**src/rtl/mpsm_pkg.sv**
```systemverilog
// Package for the multi-pattern string matcher.
// Field widths, store sizes and the payload and control structs; no dependencies.
`timescale 1ns / 1ps
package mpsm_pkg;
  localparam int NodeCount = 1024;
  localparam int EdgeCount = 4096;
  localparam int MaxKeywordLen = 32;
  localparam int MaxResults = 32;
  localparam int NodeW = $clog2(NodeCount);
  localparam int EdgeW = $clog2(EdgeCount);
  localparam int SymW = 21;
  localparam int IdW = 24;
  localparam int TotW = 13;
  localparam int WalkW = $clog2(MaxKeywordLen + 2);

  localparam logic [1:0] ModeNode = 2'd0;
  localparam logic [1:0] ModeEdge = 2'd1;
  localparam logic [1:0] ModeText = 2'd2;

  typedef struct packed {
    logic [1:0]      mode;
    logic [11:0]     addr;
    logic [11:0]     edge_base;
    logic [12:0]     edge_total;
    logic [9:0]      fail_node;
    logic [9:0]      dict_node;
    logic            final_flag;
    logic [23:0]     keyword_id;
    logic [20:0]     symbol;
    logic [9:0]      child_node;
    logic            restart;
  } in_beat_t;

  typedef struct packed {
    logic [23:0] match_id;
    logic        last_match;
  } out_beat_t;

  // controller -> datapath
  typedef struct packed {
    logic load_in;     // latch input beat, apply restart
    logic rd_node;     // read node stores at node_q
    logic range_init;  // set lo/hi from node read
    logic rd_edge;     // read edge at mid
    logic step_search; // update lo/hi from edge compare
    logic go_fail;     // node_q <= fail link
    logic commit;      // cur, node_q <= child of the hit edge
    logic go_root;     // cur, node_q <= root
    logic go_dict;     // node_q <= dict link
    logic hold;        // keep id of the current final node
    logic emit;        // load output register from the held id
    logic set_last;    // emitted beat is last
  } cmd_t;

  // datapath -> controller
  typedef struct packed {
    logic range_empty; // lo > hi
    logic hit;         // edge symbol equals text symbol
    logic node_root;
    logic node_final;
    logic dict_zero;
  } stat_t;
endpackage

```
**src/rtl/mpsm_ctrl.sv**
```systemverilog
// Controller: sequences failure walk, binary search and dictionary walk.
// Depends on mpsm_pkg.
`timescale 1ns / 1ps
module mpsm_ctrl (
  input  logic               clk_i,
  input  logic               rst_ni,
  input  logic               in_valid_i,
  input  mpsm_pkg::in_beat_t in_i,
  output logic               in_stall_o,
  output logic               in_take_o,
  output logic               out_valid_o,
  input  logic               out_stall_i,
  input  mpsm_pkg::stat_t    stat_i,
  output mpsm_pkg::cmd_t     cmd_o
);
  import mpsm_pkg::*;

  typedef enum logic [3:0] {
    S_IDLE, S_RDN, S_INIT, S_CHK, S_RDE, S_CMP, S_DRD, S_DCHK, S_OUT
  } state_e;

  state_e state_q, state_d;
  logic [WalkW-1:0] walk_q, walk_d;     // fail steps / dict visits
  logic [5:0]       cnt_q, cnt_d;       // ids found so far
  logic             ovalid_q, ovalid_d;

  assign in_stall_o  = (state_q != S_IDLE);
  assign in_take_o   = in_valid_i && !in_stall_o;
  assign out_valid_o = ovalid_q;

  logic out_free;
  assign out_free = !ovalid_q || !out_stall_i;

  logic [5:0] hits;
  logic       walk_end;
  assign hits     = cnt_q + 6'(stat_i.node_final);
  assign walk_end = stat_i.dict_zero || walk_q == WalkW'(MaxKeywordLen - 1) ||
                    hits == 6'(MaxResults);

  always_comb begin
    state_d  = state_q;
    walk_d   = walk_q;
    cnt_d    = cnt_q;
    ovalid_d = ovalid_q && out_stall_i;
    cmd_o    = '0;
    case (state_q)
      S_IDLE: if (in_take_o && in_i.mode == ModeText) begin
        cmd_o.load_in = 1'b1;
        walk_d = '0;
        state_d = S_RDN;
      end
      S_RDN: begin
        cmd_o.rd_node = 1'b1;
        state_d = S_INIT;
      end
      S_INIT: begin
        cmd_o.range_init = 1'b1;
        state_d = S_CHK;
      end
      S_CHK: begin
        if (!stat_i.range_empty) begin
          state_d = S_RDE;
        end else if (stat_i.node_root || walk_q == WalkW'(MaxKeywordLen)) begin
          // no edge found: continue from the root
          cmd_o.go_root = 1'b1;
          walk_d = '0;
          cnt_d = '0;
          state_d = S_DRD;
        end else begin
          cmd_o.go_fail = 1'b1;
          walk_d = walk_q + 1'b1;
          state_d = S_RDN;
        end
      end
      S_RDE: begin
        cmd_o.rd_edge = 1'b1;
        state_d = S_CMP;
      end
      S_CMP: begin
        if (stat_i.hit) begin
          cmd_o.commit = 1'b1;
          walk_d = '0;
          cnt_d = '0;
          state_d = S_DRD;
        end else begin
          cmd_o.step_search = 1'b1;
          state_d = S_CHK;
        end
      end
      S_DRD: begin
        cmd_o.rd_node = 1'b1;
        state_d = S_DCHK;
      end
      S_DCHK: begin
        // each id is held one step, so the last flag is known when it leaves
        if (!(stat_i.node_final && cnt_q != '0 && !out_free)) begin
          if (stat_i.node_final) begin
            cmd_o.hold = 1'b1;
            if (cnt_q != '0) begin
              cmd_o.emit = 1'b1;
              ovalid_d = 1'b1;
            end
          end
          cnt_d = hits;
          walk_d = walk_q + 1'b1;
          if (walk_end) begin
            state_d = (hits == '0) ? S_IDLE : S_OUT;
          end else begin
            cmd_o.go_dict = 1'b1;
            state_d = S_DRD;
          end
        end
      end
      S_OUT: if (out_free) begin
        cmd_o.emit = 1'b1;
        cmd_o.set_last = 1'b1;
        ovalid_d = 1'b1;
        state_d = S_IDLE;
      end
      default: state_d = S_IDLE;
    endcase
  end

  always_ff @(posedge clk_i or negedge rst_ni) begin
    if (!rst_ni) begin
      state_q  <= S_IDLE;
      walk_q   <= '0;
      cnt_q    <= '0;
      ovalid_q <= 1'b0;
    end else begin
      state_q  <= state_d;
      walk_q   <= walk_d;
      cnt_q    <= cnt_d;
      ovalid_q <= ovalid_d;
    end
  end

  a_no_take_busy: assert property (@(posedge clk_i) disable iff (!rst_ni)
    (state_q != S_IDLE) |-> !in_take_o) else $error("take while busy");
  a_emit_free: assert property (@(posedge clk_i) disable iff (!rst_ni)
    cmd_o.emit |-> out_free) else $error("emit over pending beat");
  a_cnt_bound: assert property (@(posedge clk_i) disable iff (!rst_ni)
    cnt_q <= 6'(MaxResults)) else $error("result count overflow");
  a_last_in_out: assert property (@(posedge clk_i) disable iff (!rst_ni)
    cmd_o.set_last |-> (state_q == S_OUT)) else $error("last flag outside flush");
endmodule

```
**config.mk**
```make
export PLATFORM = sky130hd
export DESIGN_NAME = mpsm_ctrl
export DESIGN_NICKNAME = d
export VERILOG_FILES = /design/src/rtl/mpsm_pkg.sv /design/src/rtl/mpsm_ctrl.sv
export SDC_FILE = /design/constraint.sdc
export NUM_CORES = 1
export LEC_CHECK = 0
export BUFFER_PORTS_ARGS = -buffer_cell sky130_fd_sc_hd__clkbuf_2
export CAP_MARGIN = 20
export CORE_UTILIZATION = 38
export DETAILED_ROUTE_END_ITERATION = 7
export GPL_ROUTABILITY_DRIVEN = 0
export PLACE_DENSITY = 0.83
export SLEW_MARGIN = 20
export SYNTH_ARGS = -nofsm -noshare
export SYNTH_HDL_FRONTEND = slang
export SYNTH_SLANG_ARGS = --single-unit
export TNS_END_PERCENT = 100
```
**constraint.sdc**
```tcl
create_clock -name clk_i -period 3 [get_ports clk_i]
set_input_delay 0.45 -clock clk_i [delete_from_list [all_inputs] [get_ports clk_i]]
set_output_delay 0.45 -clock clk_i [all_outputs]
set_load 0.03 [all_outputs]
```
==> impl_metrics.env <==
export IMPL_grt_max_degree=20
export IMPL_rsz0062_at_grt="no"
export IMPL_path_clk_slew_ps=110
export IMPL_cts_root_buf="clkbuf_4"
export IMPL_hold_ws_ps=65.9
export IMPL_synthTopCellsByArea="dfrtp_1, nand2_1, o21ai_0, ha_1, nor2_1"
export IMPL_max_cap_violations=0
export IMPL_drc=0
export IMPL_synth_enable_flop_cells=0
export IMPL_overflow=0
export IMPL_antennaDiodeCount=0
export IMPL_drv_slew=0
export IMPL_yosysTopAreaCell="dfrtp_1"
export IMPL_path_max_fanout=5
export IMPL_max_stage_delay_ps=520
export IMPL_grt_pass1_vias=1039
export IMPL_cts_sinks=17
export IMPL_worstPathArrival_ps=2330
export IMPL_yosysSeqAreaShare=0.317
export IMPL_fill_cells=357
export IMPL_netlist_area_leader_share=0.317
export IMPL_cp_start_kind="flip-flop"
export IMPL_vias=1286
export IMPL_cts_path_max_buffers=2
export IMPL_cts_hold_buf=0
export IMPL_ant_nets=0
export IMPL_die_area_um2=3780
export IMPL_fin_tns_setup_ps=0
export IMPL_track_usage=0.179
export IMPL_max_slew_margin=0.585
export IMPL_cp_num_buf_inv=1
export IMPL_fin_crit_ps=2780
export IMPL_required_ps=2550
export IMPL_r2r_cells=9
export IMPL_setup_violations=0
export IMPL_place_hpwl_um=2360
export IMPL_slowest_stage="or4b_1"
export IMPL_worst_slew_pin_slew_ps=618
export IMPL_worstSkewPairLatency_ps=300
export IMPL_synth_distinct_cells=51
export IMPL_synth_common_cells="nand2_1, dfrtp_1, o21ai_0, nor2_1"
export IMPL_nNetsFinal=315
export IMPL_path_class="reg -> out"
export IMPL_syn_nets=292
export IMPL_p_leak_uw=0.000652
export IMPL_async_flop_share=1.00
export IMPL_fmax_mhz=360
export IMPL_yosysWarnings=0
export IMPL_wl_per_cell_um=13.6
export IMPL_path_delay_family="simple AND/OR/NAND/NOR gates"
export IMPL_syn_area_per_cell_um2=8.24
export IMPL_grt_pass1_wl_um=4880
export IMPL_syn_inst=163
export IMPL_finalCritPeriodShare=0.926
export IMPL_die_h_um=61.5
export IMPL_coreArea_um2=3360
export IMPL_drtPass1Iterations=4
export IMPL_wl_um=3150
export IMPL_start_util=0.400
export IMPL_numCtsBuffers=3
export IMPL_die_w_um=61.5
export IMPL_fin_skew_ps=5.01
export IMPL_status="finished, final reports clean"
export IMPL_end_kind="output port"
export IMPL_layout_drive_gt1_share=0.232
export IMPL_viasPerCell=5.57
export IMPL_crit_cells=8
export IMPL_peakVddDrop_v=0.000397
export IMPL_numPortBuffers=25
export IMPL_p_per_area_nw_per_um2=747
export IMPL_pin_count=140
export IMPL_h_tree_depth=1
export IMPL_synth_ff_type="dfrtp_1"
export IMPL_hold_path_class="in -> async"
export IMPL_drtIter0Drc=35
export IMPL_rows=21
export IMPL_antenna_found_initial=0
export IMPL_hold_violations=0
export IMPL_cp_cell_sequence="ha_1 > ha_2 > nor3_2 > a31oi_1 > or4b_1 > o211ai_1 > a21oi_1 > buf_2"
export IMPL_area_growth_pct=13.8
export IMPL_yosysMostFrequentCell="nand2_1"
export IMPL_synth_seq_cells=17
export IMPL_cts_tree="built"
export IMPL_syn_area_um2=1340
==> stage by stage <==
stage | utilization | worst slack [ps] | total power [µW] | cells | cell area [µm²]
after floorplan | - | 522 | 877 | 163 | 1340
after global placement | 0.442 | 288 | 997 | 226 | 1490
after detailed placement | 0.442 | 270 | 1010 | 226 | 1490
after CTS | 0.450 | 128 | 1140 | 230 | 1510
after global routing | 0.455 | 41.0 | 1240 | 231 | 1530
final | 0.455 | 222 | 1140 | 231 | 1530
==> placed cells by master (no fill, tap or decap), drive strengths merged, types with 2 or more instances in the layout <==
master and count:
or3b 2, o2111ai 2, nor2b 2, nor4 4, ha 4, o31ai 7, dfrtp 17, o21a 2
nand3 8, a31oi 4, or3 2, inv 8, nor2 12, nand2 20, a21oi 7, nor3 3
buf 4, o21ai 16, xnor2 2, and3 2, o211ai 3, and2 4, clkbuf 27, nand3b 2
nor3b 3
==> area by class of cell <==
type | count | area, µm² | share of cell area
multi-input cells | 128 | 841 | 0.550
flip-flops and latches | 17 | 425 | 0.278
repair buffers | 28 | 148 | 0.0966
well taps | 46 | 57.6 | 0.0376
inverters | 8 | 30.0 | 0.0196
clock buffers | 3 | 22.5 | 0.0147
clock inverters | 1 | 5.00 | 0.00327
==> where the power goes <==
part / total (µW) / internal (µW) / switching, µW / leakage [µW]
Clock: 128 / 49.7 / 77.9 / 0.0000177
Sequential: 380 / 272 / 108 / 0.000229
Combinational: 635 / 244 / 391 / 0.000405
==> path summary, 6_finish.rpt <==
| check | to | slack [ps] | startpoint |
|---|---|---|---|
| worst max-delay path | cmd_o[3] | 220 | cnt_q[0] |
| worst min-delay path | walk_q[2] | 70 | rst_ni |
| worst max register to register | state_q[1] | 810 | cnt_q[0] |
| worst min register to register | cnt_q[0] | 540 | cnt_q[0] |
| max in group asynchronous | state_q[2] | 2630 | rst_ni |
| min in group clk_i | out_valid_o | 410 | out_stall_i |
==> flip-flops by register name (all words and copies together), names as in the netlist <==
| register | cells |
|---|---|
| cnt_q | 6 |
| walk_q | 6 |
| state_q | 4 |
| out_valid_o | 1 |
==> kinds of logic (layout without fill, tap and decap cells) <==
family                     count (synthesis)  after routing  synth area share
muxes                                      1              1           0.00838
DFF                                       17             17             0.317
xor gates and xnor gates                   3              3            0.0196
adders and majority gates                  4              4            0.0372
AOI/OAI and AO/OA                         47             47             0.256
and+or+nand+nor                           73             73             0.299
buffers and inverters                     18             40            0.0633
==> routing by layer <==
| layer | global-route usage | vias to the layer above | wire [µm] |
|---|---|---|---|
| li1 | - | 638 | - |
| met3 | 0.0252 | 2 | 191 |
| met2 | 0.261 | 45 | 1450 |
| met4 | 0.0571 | 0 | 12 |
| met5 | 0 | - | 0 |
| met1 | 0.272 | 601 | 1490 |
==> repair_timing <==
action / 4_1_cts / 5_1_grt
buffers inserted: 0 / 1
gates resized for setup: 0 / 3
endpoints found under the setup margin: 0 / 1
(Power assumes the default switching activity.)
